### config.mk
export PLATFORM = sky130hd
export DESIGN_NAME = decimal_number_token_lexer_top_flat
export DESIGN_NICKNAME = d
export VERILOG_FILES = /design/src/rtl/dnl_pkg.sv /design/src/rtl/dnl_req_if.sv /design/src/rtl/dnl_rsp_if.sv /design/src/rtl/dnl_core.sv /design/src/rtl/decimal_number_token_lexer_top.sv /design/src/flat_wrapper.sv
export SDC_FILE = /design/constraint.sdc
export NUM_CORES = 1
export LEC_CHECK = 0
export ABC_AREA = 1
export CAP_MARGIN = 20
export CORE_ASPECT_RATIO = 0.6
export CORE_MARGIN = 2
export CORE_UTILIZATION = 71
export CTS_CLUSTER_SIZE = 8
export DETAILED_ROUTE_END_ITERATION = 12
export DONT_BUFFER_PORTS = 1
export PLACE_DENSITY = 0.91
export SKIP_LAST_GASP = 1
export SLEW_MARGIN = 20
export SYNTH_ARGS = -nofsm -noshare
export SYNTH_HDL_FRONTEND = slang
export SYNTH_HIERARCHICAL = 1
export SYNTH_SLANG_ARGS = --single-unit
### constraint.sdc
create_clock -name clock -period 12.1 [get_ports clock]
set_input_delay 0 -clock clock [delete_from_list [all_inputs] [get_ports clock]]
set_output_delay 0 -clock clock [all_outputs]
set_load 0.01 [all_outputs]
### src/rtl/dnl_pkg.sv
// ----------------------------------------------------------------------------
// Decimal number token lexer package
// Shared types and character codes for the numeric token lexer.
// ----------------------------------------------------------------------------
package dnl_pkg;

   // Result status codes.
   typedef enum logic [3:0] {
      ST_UINT      = 4'd0,
      ST_INT       = 4'd1,
      ST_FLOAT     = 4'd2,
      ST_TOO_BIG   = 4'd3,
      ST_TOO_SMALL = 4'd4,
      ST_TWO_DOTS  = 4'd5,
      ST_DOT_EXP   = 4'd6,
      ST_BAD_EXP   = 4'd7,
      ST_MISS_EXP  = 4'd8,
      ST_SECOND_EXP = 4'd9,
      ST_BAD_CHAR  = 4'd10,
      ST_EMPTY     = 4'd11
   } status_type;

   // Lexer phase within one token.
   typedef enum logic [1:0] {
      PH_FIRST = 2'd0,
      PH_BODY  = 2'd1,
      PH_EXP   = 2'd2
   } phase_type;

   localparam int MagWidth = 33;
   localparam int ValWidth = 32;

   // Token state carried between characters.
   typedef struct packed {
      phase_type             phase;
      logic                  negative;
      logic                  seen_dot;
      logic                  seen_exp;
      logic                  seen_body;
      logic [MagWidth-1:0]   mag;
      logic                  mag_ovf;
   } tok_type;

   // One step's outcome, handed from the lexer core to the result register.
   typedef struct packed {
      logic                  emit;
      status_type            status;
      logic [ValWidth-1:0]   value;
   } res_type;

   // Character codes.
   localparam logic [7:0] CH_PLUS   = 8'h2B;
   localparam logic [7:0] CH_MINUS  = 8'h2D;
   localparam logic [7:0] CH_DOT    = 8'h2E;
   localparam logic [7:0] CH_ZERO   = 8'h30;
   localparam logic [7:0] CH_NINE   = 8'h39;
   localparam logic [7:0] CH_E_LO   = 8'h65;
   localparam logic [7:0] CH_E_UP   = 8'h45;
   localparam logic [7:0] CH_SPACE  = 8'h20;
   localparam logic [7:0] CH_TAB    = 8'h09;
   localparam logic [7:0] CH_CR     = 8'h0D;
   localparam logic [7:0] CH_COMMA  = 8'h2C;
   localparam logic [7:0] CH_RBRACK = 8'h5D;
   localparam logic [7:0] CH_RBRACE = 8'h7D;
   localparam logic [7:0] CH_DQUOTE = 8'h22;
   localparam logic [7:0] CH_SQUOTE = 8'h27;

   // Range limits on the accumulated magnitude.
   localparam logic [MagWidth-1:0] MAG_LIMIT = 33'h1_FFFF_FFFF;
   localparam logic [MagWidth-1:0] U32_MAXV  = 33'h0_FFFF_FFFF;
   localparam logic [MagWidth-1:0] NEG_LIMIT = 33'h0_8000_0000;

endpackage

### src/rtl/dnl_req_if.sv
// ----------------------------------------------------------------------------
// Character request channel
// Valid/ready channel that carries one text character per item.
// ----------------------------------------------------------------------------
interface dnl_req_if;
   logic       valid;
   logic       ready;
   logic [7:0] ch;
   logic       line_end;

   modport source (output valid, output ch, output line_end, input ready);
   modport sink   (input valid, input ch, input line_end, output ready);
endinterface

### src/rtl/dnl_rsp_if.sv
// ----------------------------------------------------------------------------
// Token response channel
// Valid/ready channel that carries one lexed token result per item.
// ----------------------------------------------------------------------------
interface dnl_rsp_if;
   logic        valid;
   logic        ready;
   logic [3:0]  status;
   logic [31:0] value;

   modport source (output valid, output status, output value, input ready);
   modport sink   (input valid, input status, input value, output ready);
endinterface

### src/rtl/dnl_core.sv
// ----------------------------------------------------------------------------
// Lexer core
// Holds the token state and works out one character step per enabled cycle.
// ----------------------------------------------------------------------------
module dnl_core (
   input  logic             clock,
   input  logic             reset,
   input  logic             step_en,
   input  logic [7:0]       ch,
   input  logic             line_end,
   output dnl_pkg::res_type res
);

   dnl_pkg::tok_type                      tok_ff;
   dnl_pkg::tok_type                      tok_in;
   dnl_pkg::tok_type                      tok_clear;
   logic                                  is_digit;
   logic                                  is_sign;
   logic                                  is_term;
   logic [dnl_pkg::MagWidth+3:0]          mag_next;
   dnl_pkg::status_type                   fin_status;
   logic [dnl_pkg::ValWidth-1:0]          fin_value;

   // Character classes.
   always_comb begin
      is_digit = (ch >= dnl_pkg::CH_ZERO) && (ch <= dnl_pkg::CH_NINE);
      is_sign  = (ch == dnl_pkg::CH_PLUS) || (ch == dnl_pkg::CH_MINUS);
      is_term  = (ch == dnl_pkg::CH_SPACE) ||
                 ((ch >= dnl_pkg::CH_TAB) && (ch <= dnl_pkg::CH_CR)) ||
                 (ch == dnl_pkg::CH_COMMA) || (ch == dnl_pkg::CH_RBRACK) ||
                 (ch == dnl_pkg::CH_RBRACE) || (ch == dnl_pkg::CH_DQUOTE) ||
                 (ch == dnl_pkg::CH_SQUOTE);
   end

   // Multiply-by-ten accumulate as two shifted adds.
   assign mag_next = {1'b0, tok_ff.mag, 3'b000} + {3'b000, tok_ff.mag, 1'b0} +
                     {{(dnl_pkg::MagWidth){1'b0}}, ch[3:0] - dnl_pkg::CH_ZERO[3:0]};

   // Result of a token that ends normally.
   always_comb begin
      fin_status = dnl_pkg::ST_UINT;
      fin_value  = tok_ff.mag[dnl_pkg::ValWidth-1:0];
      if (!tok_ff.seen_body) begin
         fin_status = dnl_pkg::ST_EMPTY;
         fin_value  = '0;
      end else if (tok_ff.seen_dot || tok_ff.seen_exp) begin
         fin_status = dnl_pkg::ST_FLOAT;
         fin_value  = '0;
      end else if (tok_ff.negative) begin
         if (tok_ff.mag_ovf || (tok_ff.mag > dnl_pkg::NEG_LIMIT)) begin
            fin_status = dnl_pkg::ST_TOO_SMALL;
            fin_value  = '0;
         end else begin
            fin_status = dnl_pkg::ST_INT;
            fin_value  = ~tok_ff.mag[dnl_pkg::ValWidth-1:0] + 32'd1;
         end
      end else if (tok_ff.mag_ovf || (tok_ff.mag > dnl_pkg::U32_MAXV)) begin
         fin_status = dnl_pkg::ST_TOO_BIG;
         fin_value  = '0;
      end
   end

   // One character step: next token state and any result.
   always_comb begin
      tok_clear  = '{phase: dnl_pkg::PH_FIRST, mag: '0, default: 1'b0};
      tok_in     = tok_ff;
      res.emit   = 1'b0;
      res.status = dnl_pkg::ST_EMPTY;
      res.value  = '0;
      if (tok_ff.phase == dnl_pkg::PH_EXP) begin
         // Right after the exponent marker a sign or digit must follow.
         if (line_end) begin
            res.emit   = 1'b1;
            res.status = dnl_pkg::ST_MISS_EXP;
         end else if (is_sign || is_digit) begin
            tok_in.phase = dnl_pkg::PH_BODY;
         end else begin
            res.emit   = 1'b1;
            res.status = dnl_pkg::ST_BAD_EXP;
         end
      end else if (line_end) begin
         res.emit   = 1'b1;
         res.status = fin_status;
         res.value  = fin_value;
      end else if ((tok_ff.phase == dnl_pkg::PH_FIRST) && is_sign) begin
         tok_in.phase    = dnl_pkg::PH_BODY;
         tok_in.negative = (ch == dnl_pkg::CH_MINUS);
      end else begin
         tok_in.phase = dnl_pkg::PH_BODY;
         if (is_digit) begin
            tok_in.seen_body = 1'b1;
            if (!tok_ff.seen_dot && !tok_ff.seen_exp && !tok_ff.mag_ovf) begin
               if (mag_next > {4'b0000, dnl_pkg::MAG_LIMIT}) begin
                  tok_in.mag_ovf = 1'b1;
               end else begin
                  tok_in.mag = mag_next[dnl_pkg::MagWidth-1:0];
               end
            end
         end else if (ch == dnl_pkg::CH_DOT) begin
            if (tok_ff.seen_dot) begin
               res.emit   = 1'b1;
               res.status = dnl_pkg::ST_TWO_DOTS;
            end else if (tok_ff.seen_exp) begin
               res.emit   = 1'b1;
               res.status = dnl_pkg::ST_DOT_EXP;
            end else begin
               tok_in.seen_dot  = 1'b1;
               tok_in.seen_body = 1'b1;
            end
         end else if ((ch == dnl_pkg::CH_E_LO) || (ch == dnl_pkg::CH_E_UP)) begin
            if (tok_ff.seen_exp) begin
               res.emit   = 1'b1;
               res.status = dnl_pkg::ST_SECOND_EXP;
            end else begin
               tok_in.seen_exp  = 1'b1;
               tok_in.seen_body = 1'b1;
               tok_in.phase     = dnl_pkg::PH_EXP;
            end
         end else if (is_term) begin
            res.emit   = 1'b1;
            res.status = fin_status;
            res.value  = fin_value;
         end else begin
            res.emit   = 1'b1;
            res.status = dnl_pkg::ST_BAD_CHAR;
         end
      end
      // Every result ends the token.
      if (res.emit) begin
         tok_in = tok_clear;
      end
   end

   // Token state register.
   always_ff @(posedge clock) begin
      if (reset) begin
         tok_ff <= '{phase: dnl_pkg::PH_FIRST, mag: '0, default: 1'b0};
      end else if (step_en) begin
         tok_ff <= tok_in;
      end
   end

endmodule

### src/rtl/decimal_number_token_lexer_top.sv
// ----------------------------------------------------------------------------
// Decimal number token lexer
// Lexes one numeric token from a character stream, one character per item.
// ----------------------------------------------------------------------------
//   Channel   Direction   Payload                   Handshake
//   req_chan  in          ch[7:0], line_end         valid/ready
//   rsp_chan  out         status[3:0], value[31:0]  valid/ready
//
// One character item is accepted per cycle while the step is not stalled.
// An item is held in the input register, then its step updates the token
// state and, when it ends a token, loads the result register. The step
// loop through the token state sets the rate. Reset is synchronous and
// clears the token state and both valid flags. When the result register
// is full and not taken, the step stalls and the input register holds
// one waiting item.
module decimal_number_token_lexer_top (
   input  logic      clock,
   input  logic      reset,
   dnl_req_if.sink   req_chan,
   dnl_rsp_if.source rsp_chan
);

   logic                req_valid_ff;
   logic [7:0]          req_ch_ff;
   logic                req_line_end_ff;
   logic                rsp_valid_ff;
   logic [3:0]          rsp_status_ff;
   logic [31:0]         rsp_value_ff;
   logic                out_free;
   logic                step_en;
   dnl_pkg::res_type    step_res;

   // Flow control: a step runs when an item is held and the result slot
   // can take a result.
   assign out_free       = !rsp_valid_ff || rsp_chan.ready;
   assign step_en        = req_valid_ff && out_free;
   assign req_chan.ready = !req_valid_ff || step_en;

   // Input register.
   always_ff @(posedge clock) begin
      if (reset) begin
         req_valid_ff <= 1'b0;
      end else if (req_chan.ready) begin
         req_valid_ff <= req_chan.valid;
      end
   end

   always_ff @(posedge clock) begin
      if (req_chan.valid && req_chan.ready) begin
         req_ch_ff       <= req_chan.ch;
         req_line_end_ff <= req_chan.line_end;
      end
   end

   // Token state and step logic.
   dnl_core u_core (
      .clock    (clock),
      .reset    (reset),
      .step_en  (step_en),
      .ch       (req_ch_ff),
      .line_end (req_line_end_ff),
      .res      (step_res)
   );

   // Result register.
   always_ff @(posedge clock) begin
      if (reset) begin
         rsp_valid_ff <= 1'b0;
      end else if (out_free) begin
         rsp_valid_ff <= step_en && step_res.emit;
      end
   end

   always_ff @(posedge clock) begin
      if (step_en && step_res.emit) begin
         rsp_status_ff <= step_res.status;
         rsp_value_ff  <= step_res.value;
      end
   end

   assign rsp_chan.valid  = rsp_valid_ff;
   assign rsp_chan.status = rsp_status_ff;
   assign rsp_chan.value  = rsp_value_ff;

endmodule
### src/flat_wrapper.sv
// flat-port wrapper written by rule: the top's interface ports become plain ports
module decimal_number_token_lexer_top_flat 
  (clock, reset, req_chan_valid, req_chan_ch, req_chan_line_end, req_chan_ready, rsp_chan_valid, rsp_chan_status, rsp_chan_value, rsp_chan_ready);
  dnl_req_if req_chan_i ();
  dnl_rsp_if rsp_chan_i ();
  input  logic clock;
  input  logic reset;
  input wire logic [$bits(req_chan_i.valid)-1:0] req_chan_valid;
  input wire logic [$bits(req_chan_i.ch)-1:0] req_chan_ch;
  input wire logic [$bits(req_chan_i.line_end)-1:0] req_chan_line_end;
  output wire logic [$bits(req_chan_i.ready)-1:0] req_chan_ready;
  output wire logic [$bits(rsp_chan_i.valid)-1:0] rsp_chan_valid;
  output wire logic [$bits(rsp_chan_i.status)-1:0] rsp_chan_status;
  output wire logic [$bits(rsp_chan_i.value)-1:0] rsp_chan_value;
  input wire logic [$bits(rsp_chan_i.ready)-1:0] rsp_chan_ready;
  assign req_chan_i.valid = req_chan_valid;
  assign req_chan_i.ch = req_chan_ch;
  assign req_chan_i.line_end = req_chan_line_end;
  assign req_chan_ready = req_chan_i.ready;
  assign rsp_chan_valid = rsp_chan_i.valid;
  assign rsp_chan_status = rsp_chan_i.status;
  assign rsp_chan_value = rsp_chan_i.value;
  assign rsp_chan_i.ready = rsp_chan_ready;
  decimal_number_token_lexer_top u_core (.clock(clock), .reset(reset), .req_chan(req_chan_i), .rsp_chan(rsp_chan_i));
endmodule
Yosys cells after proc, flatten, opt, wreduce, memory -nomap -nowiden. Index checks and enable logic that the tools add are counted.

Register bits: 87. Latch bits: 0. RAM bits: 0. Memory bits (read-only): 0. Input port bits: 13. Output and inout bits: 38. Memories kept: 0.

Add/sub/neg operators: 3. $mul: 0. Div/mod/pow operators: 0. $lt $le $gt $ge: 7. Equal/unequal tests: 21. Shift-type cells: 0. Multiplexer cells: 53. Bitwise logic cells: 1. Reduce and logical (&&, ||, !) cells: 42.

Operators with widths (number): 32-bit 2-to-1 mux (8); 37-bit 2-to-1 mux (4); 40-bit 2-to-1 mux (2); 34-bit 2-to-1 mux (2); 33-bit by 32-bit greater-than comparator with 1-bit output (second input constant) (2); 8-bit by 6-bit == test with 1-bit output (second input constant) (7); 5-bit 2-to-1 mux (8); 38-bit 2-to-1 mux (1); 36-bit by 34-bit adder with 37-bit output (1); 37-bit by 4-bit adder with 37-bit output (1); 37-bit by 33-bit greater-than comparator with 1-bit output (second input constant) (1); 33-bit 2-to-1 mux (1); 32-bit by 1-bit adder with 32-bit output (second input constant) (1); 8-bit by 7-bit == test with 1-bit output (second input constant) (4); 32-bit inverter (1); 7-bit AND reduction (4); 2-bit 2-to-1 mux (11); 4-bit 2-to-1 mux (4); 1-bit logical OR (14); 2-bit nonzero test (6); 1-bit 2-to-1 mux (11); 2-bit by 1-bit != test with 1-bit output (second input constant) (5); 8-bit by 4-bit >= comparator with 1-bit output (second input constant) (1); 8-bit by 6-bit >= comparator with 1-bit output (second input constant) (1); 14 further kinds (26).

Logic depth before layout (Yosys ltp). Gate-level depths: netlist of run 1.

Word-level depth: 17. Gate-level depth with buffers: 23. Depth with buffers taken out: 21.

Cells and area by module. Netlist of run 1, hierarchy kept.

By module, submodules not included: dnl_core (times used 1, cells an instance 1080, area an instance 6202.2 sq um, seq. area each 800.8 sq um); decimal_number_token_lexer_top (times used 1, cells an instance 63, area an instance 1456.4 sq um, seq. area each 1391.3 sq um).

Least setup slack after synthesis of run 1. No wires, ideal clock.

Path kind: register -> register. Start point: reg u_core.req_ch_ff[1]. End point: reg u_core.rsp_status_ff[0] (netlist: u_core/rsp_chan.status[0]), enable pin. Setup time: 0.474 ns. Data arrival time: 3.921 ns. Setup slack: 7.705 ns. Stages on the path, launching flop included: 10. Buffers on the path: 1. Cell sequence: edfxtp_1 > inv_2 > o211ai_2 > nand4_1 > nand2_1 > nand2_1 > inv_1 > buf_2 > inv_1 > nor3_1.

RTL lines: start, declared (RTL line decimal_number_token_lexer_top.sv:24) `logic [7:0] req_ch_ff;`; start signal, assigned (RTL line decimal_number_token_lexer_top.sv:50) `req_ch_ff <= req_chan.ch;`; end signal, assigned (RTL line decimal_number_token_lexer_top.sv:76) `rsp_status_ff <= step_res.status;`; end, declared (RTL line decimal_number_token_lexer_top.sv:27) `logic [3:0] rsp_status_ff;`.

Worst setup path after layout of run 1.
Start point: reg u_core/u_core/tok_ff[1] (netlist bit). End point: reg u_core/u_core/tok_ff[20] (netlist bit).

Cells in the longest elaborated chain, start to end: 9. Elaborated cells between the ends (all ways): 12. Classes of those cells: add/sub: 2; order compare: 1; eq/ne: 1; mux: 7; reduce/logical: 1.

Ends and longest elaborated chain: start, declared (RTL line dnl_core.sv:14) `dnl_pkg::tok_type tok_ff;`; start signal, assigned (RTL line dnl_core.sv:139) `tok_ff <= tok_in;`; 36-bit by 34-bit adder with 37-bit output (*) (RTL line dnl_core.sv:36) `assign mag_next = {1'b0, tok_ff.mag, 3'b000} + {3'b000, tok_ff.mag, 1'b0} +`; 37-bit by 4-bit adder with 37-bit output (*) (RTL line dnl_core.sv:36); branches (longest 7 deep; another with 37-bit by 33-bit greater-than comparator with 1-bit output).

Every way passes the cells marked *. The select of a mux whose other input is x is not followed. A chain may end at the register's enable or synchronous reset.

==> impl_metrics.sql, run 1 <==
INSERT INTO impl_metrics (metric_group, metric, value, unit) VALUES
('cts', 'numCtsBuffers', '9', ''),
('worst_setup_path', 'critPathArrivalTime', '4.29', 'ns'),
('floorplanning', 'floorplan.die_area', '0.0117', 'sq mm'),
('synth', 'synthesis.instances', '1143', ''),
('detailed_routing', 'drt_iter0_markers', '1270', ''),
('placed_design', 'portBuffers', '0', ''),
('timing', 'timing.fmax', '0.246', 'GHz'),
('worst_setup_path', 'crit_type', 'reg -> reg', ''),
('detailed_routing', 'wl_per_cell', '18.3', 'um'),
('timing', 'worst_margin_slew', '0.997', 'ns'),
('synth', 'synth-seq-area-share', '28.6', '%'),
('synth', 'syn-mean-instance-area', '6.70', 'sq um'),
('cts', 'clock_latency', '0.35', 'ns'),
('final_layout', 'final_layout_size_suffix_gt1_share', '8.08', '%'),
('timing', 'setup_tns', '0', 'ns'),
('floorplanning', 'io_pins', '51', ''),
('timing', 'timing.final.crit_share', '33.5', '%'),
('cts', 'tritoncts', 'done', ''),
('detailed_routing', 'routed_via_density', '6.26', ''),
('power', 'pwr_density_cell', '105', 'mW/mm^2'),
('cts', 'clockBufferDepth', '2', ''),
('synth', 'synth_edf_count', '45', ''),
('worst_setup_path', 'timing.critical_path.from_type', 'flop', ''),
('synth', 'synth.ff_latch_count', '87', ''),
('global_route', 'gr-total-overflow', '0', ''),
('job', 'cap_viol_max_count', '0', ''),
('worst_setup_path', 'critical_path.endpoint_type', 'flop', ''),
('timing', 'final.setup_skew', '0.0104', 'ns'),
('detailed_routing', 'route.vias.total', '8088', ''),
('floorplanning', 'floorplan.die.width', '138', 'um'),
('synth', 'asyncSetResetFlopFracSynth', '0', '%'),
('detailed_routing', 'drtAntennaViolNets', '0', ''),
('cts', 'cts-resized-gates', '0', ''),
('floorplanning', 'start_util', '72.8', '%'),
('floorplanning', 'floorplan.core_area', '0.0105', 'sq mm'),
('timing', 'timing.final.setup_violations', '0', ''),
('synth', 'syn_nets', '1225', ''),
('floorplanning', 'die_height', '84.5', 'um'),
('floorplanning', 'placementRows', '29', ''),
('synth', 'yosysWarningCount', '6', ''),
('timing', 'finalHoldViolations', '0', ''),
('synth', 'yosys.cell_types.count', '53', ''),
('worst_setup_path', 'timing.critical_path.fanout_max', '20', ''),
('global_route', 'grt_use_total', '40.2', '%'),
('timing', 'hold_ws', '0.0953', 'ns'),
('worst_setup_path', 'worstPathRequired', '12.33', 'ns'),
('synth', 'synthTopCellsByArea', 'edfxtp_1 (18%), nand2_1 (14%), dfxtp_1 (11%)', ''),
('detailed_routing', 'firstDrtPassIters', '8', ''),
('global_route', 'grt_pass1_wl', '37100', 'um'),
('synth', 'synth_area', '0.00766', 'sq mm'),
('synth', 'synth_top_cell_by_area', 'edfxtp_1', ''),
('global_route', 'grt_max_degree', '37', ''),
('synth', 'leading_post_synthesis_cells_by_instance_count', 'nand2_1 (289), nor2_1 (190), inv_1 (137)', ''),
('timing', 'rsz_0062_raised_after_global_routing', 'no', ''),
('min_path', 'min-delay-path-class', 'in -> reg', ''),
('final_layout', 'area_added_between_synthesis_and_finish', '6.52', '%'),
('global_route', 'vias_in_the_first_global_route', '7007', ''),
('power', 'power.leakage', '4.02', 'nW'),
('synth', 'synthDominantCellAreaShare', '17.6', '%'),
('power', 'vdd.ir_drop.worst', '0.0000801', 'V'),
('placed_design', 'post_detailed_placement_half_perimeter_wirelength', '17400', 'um'),
('timing', 'slew_headroom', '33.1', '%'),
('global_route', 'antenna_found_initial', '1', ''),
('detailed_routing', 'drc_errors', '0', ''),
('detailed_routing', 'routed_wirelength', '23600', 'um'),
('timing', 'layout_min_cycle_time', '4.06', 'ns'),
('cts', 'path_clk_slew', '0.07', 'ns'),
('cts', 'cts_max_level', '3', ''),
('cts', 'tritoncts_num_sinks', '87', ''),
('timing', 'timing.final.max_slew_violations', '0', ''),
('synth', 'synth.most_common_cell', 'nand2_1', ''),
('synth', 'synthFlopType', 'edfxtp_1', ''),
('run_status', 'run_status', 'completed', ''),
('placed_design', 'place_congestion', '1.04', ''),
('final_layout', 'finalNetCount', '1228', ''),
('cts', 'root_buffer', 'clkbuf_16', '');
## metrics by stage
stage          util [%]  total power, mW  instances  setup slack, ns  area (sq um)
2_1_floorplan         -            0.509       1143             7.71          7660
3_3_place_gp       73.4            0.551       1261             8.38          7720
3_5_place_dp       73.4            0.559       1261             8.25          7720
4_1_cts            77.4            0.846       1289             8.21          8140
5_1_grt            77.5            0.894       1290             7.86          8160
6_report           77.5            0.861       1291             8.04          8160
## cell type report
type	instances	area, sq um
inverter	149	559
timing repair buffer	16	154
sequential	87	2190
tap	139	174
fill	768	2360
clock buffer	9	225
clock inverter	7	77.6
multi-input combinational	883	4770
antenna	1	2.50
## logic make-up (layout without fill, tap and decap cells)
kind of cell | Yosys count | after routing | share of synthesized area [%]
fa+ha+maj | 69 | 69 | 11.5
buf+inv | 173 | 181 | 9.16
simple gates | 646 | 646 | 37.1
other cells | 0 | 1 | 0
compound gates | 149 | 149 | 11.5
flops | 87 | 87 | 28.6
xor+xnor | 19 | 19 | 2.17
## power breakdown
| part | internal [mW] | switching (mW) | total [mW] |
|---|---|---|---|
| clock | 0.162 | 0.126 | 0.289 |
| sequential | 0.327 | 0.0315 | 0.358 |
| combinational | 0.0701 | 0.144 | 0.214 |
| total | 0.559 | 0.301 | 0.861 |
## cell usage in the layout, fill, tap and decap left out, types with 18 or more instances in the layout
| cell | n |
|---|---|
| a21oi_1 | 71 |
| dfxtp_1 | 42 |
| inv_1 | 137 |
| nand3_1 | 69 |
| edfxtp_1 | 45 |
| o21ai_0 | 30 |
| nor3_1 | 18 |
| nor2_2 | 18 |
| nor2_1 | 190 |
| ha_1 | 67 |
| nand2_1 | 289 |
## what timing repair did
item | in CTS | in global routing
setup endpoints to repair | 0 | 0
setup buffers | 0 | 0
hold endpoints to repair | 14 | 0
hold buffers | 12 | 0
## path summary, 6_finish.rpt
kind	from	depth (start not counted)	slack, ns	end
setup reg to reg	u_core/u_core/tok_ff[1]$_SDFFE_PP0P_	19	8.04	u_core/u_core/tok_ff[20]$_SDFFE_PP0P_
hold / removal	req_chan_valid	2	0.1	u_core/req_ch_ff[1]$_DFFE_PP_
setup / recovery	u_core/u_core/tok_ff[1]$_SDFFE_PP0P_	19	8.04	u_core/u_core/tok_ff[20]$_SDFFE_PP0P_
hold reg to reg	u_core/u_core/tok_ff[0]$_SDFFE_PP0P_	2	0.49	u_core/u_core/tok_ff[0]$_SDFFE_PP0P_
## worst max-delay path, stage by stage, from the launching register on
cell	delay (ns)
dfxtp_1	0.51
inv_1	0.15
fa_1	0.52
fa_1	0.48
inv_1	0.11
nand2_1	0.08
nand2_1	0.07
nand3_1	0.07
nand2_2	0.10
nand2_1	0.07
nand2_2	0.11
nand2_1	0.08
nand3_1	0.07
nand2_1	0.07
nor2_2	0.18
nand3_2	0.12
nand2_2	0.38
nand2_1	0.43
nor2_1	0.26
nor2_1	0.08
## routing by layer
metal | part of all wire (%) | wire length, um | global-route usage, %
met1 | 44 | 10300 | 60.1
met2 | 37 | 8690 | 51.4
met3 | 16 | 3780 | 16.0
met4 | 3.5 | 836 | 14.0
met5 | 0 | 0 | 0
## sequential cells by signal (all words and copies together), names as in the netlist
register and cells:
u_core/u_core/tok_ff 40, u_core/rsp_chan.value 32, u_core/req_ch_ff 8, u_core/rsp_chan.status 4, u_core/req_line_end_ff 1, u_core/req_valid_ff 1, u_core/rsp_chan.valid 1
Note: power is estimated with default switching activity, not from simulation.
==> run 2: changes to the inputs <==
--- a/config.mk
+++ b/config.mk
@@ -5,15 +5,15 @@
 export SDC_FILE = /design/constraint.sdc
 export NUM_CORES = 1
 export LEC_CHECK = 0
-export ABC_AREA = 1
+export ABC_AREA = 0
 export CAP_MARGIN = 20
 export CORE_ASPECT_RATIO = 0.6
 export CORE_MARGIN = 2
-export CORE_UTILIZATION = 71
+export CORE_UTILIZATION = 59
 export CTS_CLUSTER_SIZE = 8
 export DETAILED_ROUTE_END_ITERATION = 12
 export DONT_BUFFER_PORTS = 1
-export PLACE_DENSITY = 0.91
+export PLACE_DENSITY = 0.82
 export SKIP_LAST_GASP = 1
 export SLEW_MARGIN = 20
 export SYNTH_ARGS = -nofsm -noshare
==> constraint.sdc (replaced) <==
create_clock -name clock -period 3.5 [get_ports clock]
set_input_delay 0 -clock clock [delete_from_list [all_inputs] [get_ports clock]]
set_output_delay 0 -clock clock [all_outputs]
set_load 0.01 [all_outputs]
==> run 2 against run 1 <==
The flow now finishes with violations (negative setup slack). Maximum frequency is 12% higher. Sequential share of layout area fell by 0.15 points. Sequential power grew to 3.1 times the previous value. Non-clock buffer count is 79 higher. Clock skew is 0.0021 ns lower. Largest cell class unchanged.
==> impl_metrics.sql, run 2 <==
INSERT INTO impl_metrics (metric_group, metric, value, unit) VALUES
('run_status', 'run_status', 'finished, violations left', ''),
('run_status', 'failing_checks', 'negative setup slack', ''),
('power', 'net-switching-power', '510', 'uW'),
('final_layout', 'most_frequent_standard_cell_in_the_layout_excluding_fill_and_tap_cells', 'nand2_1', ''),
('synth', 'yosys.cell_types.count', '72', ''),
('power', 'post_layout_power', '2.14', 'mW'),
('placed_design', 'place_worst_setup_slack', '-0.0528', 'ns'),
('worst_setup_path', 'slowest_delay', '0.55', 'ns'),
('cts', 'numCtsBuffers', '9', ''),
('worst_setup_path', 'critPathArrivalTime', '3.89', 'ns'),
('timing', 'setup_tns', '-3.07', 'ns'),
('synth', 'synthFlopType', 'edfxtp_1', ''),
('floorplanning', 'die_height', '88.4', 'um'),
('synth', 'synth_top_cell_by_area', 'edfxtp_1', ''),
('power', 'power.leakage', '3.67', 'nW'),
('cts', 'clock_latency', '0.34', 'ns'),
('final_layout', 'utilization', '71.7', '%'),
('worst_setup_path', 'crit_type', 'reg -> reg', ''),
('worst_setup_path', 'crit_family', 'simple AND/OR/NAND/NOR gates', ''),
('cts', 'clockBufferDepth', '2', ''),
('synth', 'asyncSetResetFlopFracSynth', '0', '%'),
('detailed_routing', 'wl_per_cell', '19.7', 'um'),
('worst_setup_path', 'path_cells', 'inv_1 -> fa_1 -> inv_2 -> ha_4 -> a211o_1 -> a211oi_2 -> nand4b_1 -> a2111oi_4 -> or4_4 -> a2bb2oi_4 -> nand4_4 -> buf_12 -> mux2i_1', ''),
('timing', 'timing.fmax', '0.275', 'GHz'),
('global_route', 'grt_use_total', '32.7', '%'),
('timing', 'timing.final.max_slew_violations', '0', ''),
('final_layout', 'largest_register_ffs', '40', ''),
('final_layout', 'mostFrequentLayoutCells', 'nand2_1 (119), nor2_1 (89), buf_4 (79), a21oi_1 (70), ha_1 (66)', ''),
('synth', 'syn-mean-instance-area', '8.32', 'sq um'),
('timing', 'worst_margin_slew', '1.01', 'ns'),
('timing', 'finalHoldViolations', '0', ''),
('timing', 'slew_headroom', '32.7', '%'),
('worst_setup_path', 'timing.critical_path.fanout_max', '7', ''),
('floorplanning', 'floorplan.die.width', '145', 'um'),
('synth', 'synth_edf_count', '45', ''),
('synth', 'synth-seq-area-share', '31.3', '%'),
('placed_design', 'post_detailed_placement_half_perimeter_wirelength', '15500', 'um'),
('worst_setup_path', 'worst_r2r_startpoint', 'u_core/u_core/tok_ff[1]$_SDFFE_PP0P_', ''),
('detailed_routing', 'drc_errors', '0', ''),
('final_layout', 'top_register', 'u_core/u_core/tok_ff', ''),
('worst_setup_path', 'worst-path-buf-inv', '3', ''),
('cts', 'root_buffer', 'clkbuf_16', ''),
('final_layout', 'instances_no_fill', '1073', ''),
('worst_setup_path', 'critical_path.endpoint_type', 'flop', ''),
('detailed_routing', 'firstDrtPassIters', '6', ''),
('placed_design', 'post_dp_cell_area', '0.00760', 'sq mm'),
('global_route', 'antenna_found_initial', '0', ''),
('power', 'pwr_density_cell', '260', 'mW/mm^2'),
('cts', 'tritoncts_num_sinks', '87', ''),
('synth', 'synth.most_common_cell', 'nand2_1', ''),
('floorplanning', 'start_util', '61.1', '%'),
('final_layout', 'insertedDiodeCount', '0', ''),
('min_path', 'min-delay-path-class', 'in -> reg', ''),
('global_route', 'vias_in_the_first_global_route', '6311', ''),
('timing', 'layout_min_cycle_time', '3.64', 'ns'),
('synth', 'synthesis.instances', '841', ''),
('power', 'vdd.ir_drop.worst', '0.000208', 'V'),
('timing', 'postLayoutSetupSlackWorst', '-0.136', 'ns'),
('power', 'clock_power_share', '42.7', '%'),
('worst_setup_path', 'timing.critical_path.from_type', 'flop', ''),
('worst_setup_path', 'critical_path.startpoint', 'u_core/u_core/tok_ff[1]$_SDFFE_PP0P_', ''),
('min_path', 'min-delay-start', 'reset', ''),
('worst_setup_path', 'r2r_slack', '-0.14', 'ns'),
('detailed_routing', 'drtAntennaViolNets', '0', ''),
('synth', 'syn_nets', '923', ''),
('floorplanning', 'floorplan.die_area', '0.0128', 'sq mm'),
('final_layout', 'finalNetCount', '990', ''),
('detailed_routing', 'drt_iter0_markers', '832', ''),
('timing', 'timing.final.crit_share', '104', '%'),
('final_layout', 'area_added_between_synthesis_and_finish', '17.3', '%'),
('detailed_routing', 'route.vias.total', '7030', ''),
('cts', 'cts_max_level', '3', ''),
('worst_setup_path', 'worstPathRequired', '3.75', 'ns'),
('synth', 'synth.ff_latch_count', '87', ''),
('cts', 'path_clk_slew', '0.07', 'ns'),
('final_layout', 'number_of_fillers_in_the_final_layout', '849', ''),
('synth', 'synth_area', '0.00700', 'sq mm'),
('final_layout', 'fin_area', '0.00821', 'sq mm'),
('placed_design', 'place_congestion', '0.994', ''),
('power', 'power.combinational.fraction', '4.9', '%'),
('job', 'cap_viol_max_count', '0', ''),
('global_route', 'grt_max_degree', '45', ''),
('power', 'seq_power_share', '52.5', '%'),
('power', 'switching_share', '23.8', '%'),
('floorplanning', 'placementRows', '30', ''),
('synth', 'leading_post_synthesis_cells_by_instance_count', 'nand2_1 (119), nor2_1 (89), a21oi_1 (70)', ''),
('power', 'internal_power', '1.63', 'mW'),
('global_route', 'gr-total-overflow', '0', ''),
('global_route', 'grt_pass1_wl', '32300', 'um'),
('detailed_routing', 'routed_via_density', '6.55', ''),
('placed_design', 'placedCellCount', '1036', ''),
('timing', 'final.setup_skew', '0.00833', 'ns'),
('worst_setup_path', 'crit_slowest_cell', 'fa_1', ''),
('cts', 'tritoncts', 'done', ''),
('timing', 'hold_ws', '0.111', 'ns'),
('floorplanning', 'io_pins', '51', ''),
('floorplanning', 'floorplan.core_area', '0.0114', 'sq mm'),
('final_layout', 'final_layout_size_suffix_gt1_share', '13.6', '%'),
('synth', 'yosysWarningCount', '6', ''),
('timing', 'rsz_0062_raised_after_global_routing', 'yes', ''),
('synth', 'synthTopCellsByArea', 'edfxtp_1 (19%), dfxtp_1 (12%), ha_1 (12%)', ''),
('placed_design', 'portBuffers', '0', ''),
('detailed_routing', 'routed_wirelength', '21100', 'um'),
('timing', 'timing.final.setup_violations', '33', ''),
('synth', 'synthDominantCellAreaShare', '19.3', '%');
[run 2: cell types whose count changed in the layout (fill, tap and decap cells not counted), sizes merged, moves of 10 or more]
cell / before / now
nand2: 302 / 119
inv: 151 / 21
nor2: 210 / 89
buf: 4 / 80
nand3: 85 / 23
mux2i: 0 / 35
a21o: 3 / 16
a311oi: 0 / 13
nor3: 20 / 30
nor3b: 1 / 11
o21ai: 34 / 44
[run 2: cell families (layout without fill, tap and decap cells)]
group                      count (synthesis)  after routing  share of synthesized area, %
AOI/OAI and AO/OA                        211            211                          19.6
and+or+nand+nor                          356            356                          24.7
adders and majority gates                 69             69                          12.5
xor gates and xnor gates                  25             25                          3.13
muxes                                     36             36                          5.17
DFF                                       87             87                          31.3
buffers and inverters                     57            129                          3.52
[run 2: cell type report]
class	instances	area, sq um	share of cell area [%]
timing repair buffer	95	808	9.84
inverter	18	67.6	0.823
sequential	87	2190	26.7
tap	160	200	2.44
clock buffer	10	229	2.79
multi-input combinational	697	4660	56.7
clock inverter	6	52.6	0.640
[run 2: layer usage]
| metal | GRT usage, % | vias up | routed length, um |
|---|---|---|---|
| met2 | 49.8 | 458 | 9140 |
| met5 | 0 | - | 0 |
| li1 | - | 3250 | - |
| met1 | 48.1 | 3268 | 9300 |
| met3 | 6.98 | 54 | 2410 |
| met4 | 6.53 | 0 | 290 |
[run 2: repair_timing]
| action | CTS | global route |
|---|---|---|
| hold endpoints to repair | 19 | 0 |
| setup buffers | 1 | 5 |
| pin swaps | 2 | 9 |
| resized for setup | 3 | 15 |
| setup endpoints to repair | 31 | 33 |
| hold buffers | 12 | 0 |
| gates cloned | 1 | 2 |
[run 2: worst paths after layout]
check        depth (start not counted)                                    end
max                                 13  u_core/u_core/tok_ff[22]$_SDFFE_PP0P_
max reg2reg                         13  u_core/u_core/tok_ff[22]$_SDFFE_PP0P_
min                                  4  u_core/u_core/tok_ff[16]$_SDFFE_PP0P_
min reg2reg                          2   u_core/u_core/tok_ff[2]$_SDFFE_PP0P_
[run 2: power groups by stage]
stage	Sequential, mW	Clock, mW	Combinational (mW)
final	1.12	0.911	0.104
after global routing	1.12	0.961	0.111
after CTS	1.12	0.923	0.0982
after detailed placement	1.14	0	0.0841
after global placement	1.14	0	0.0803
after floorplan	1.14	0	0.0641
[run 2: worst register-to-register path: cells and delay by family, from the launching register on]
family | cells | cell delay (ns)
AND/OR/NAND/NOR | 3 | 1.05
adder cells (fa/ha/maj) | 2 | 0.76
buffers and inverters | 3 | 0.39
flip-flops | 1 | 0.33
AO/OA/AOI/OAI | 4 | 0.83
multiplexers | 1 | 0.20
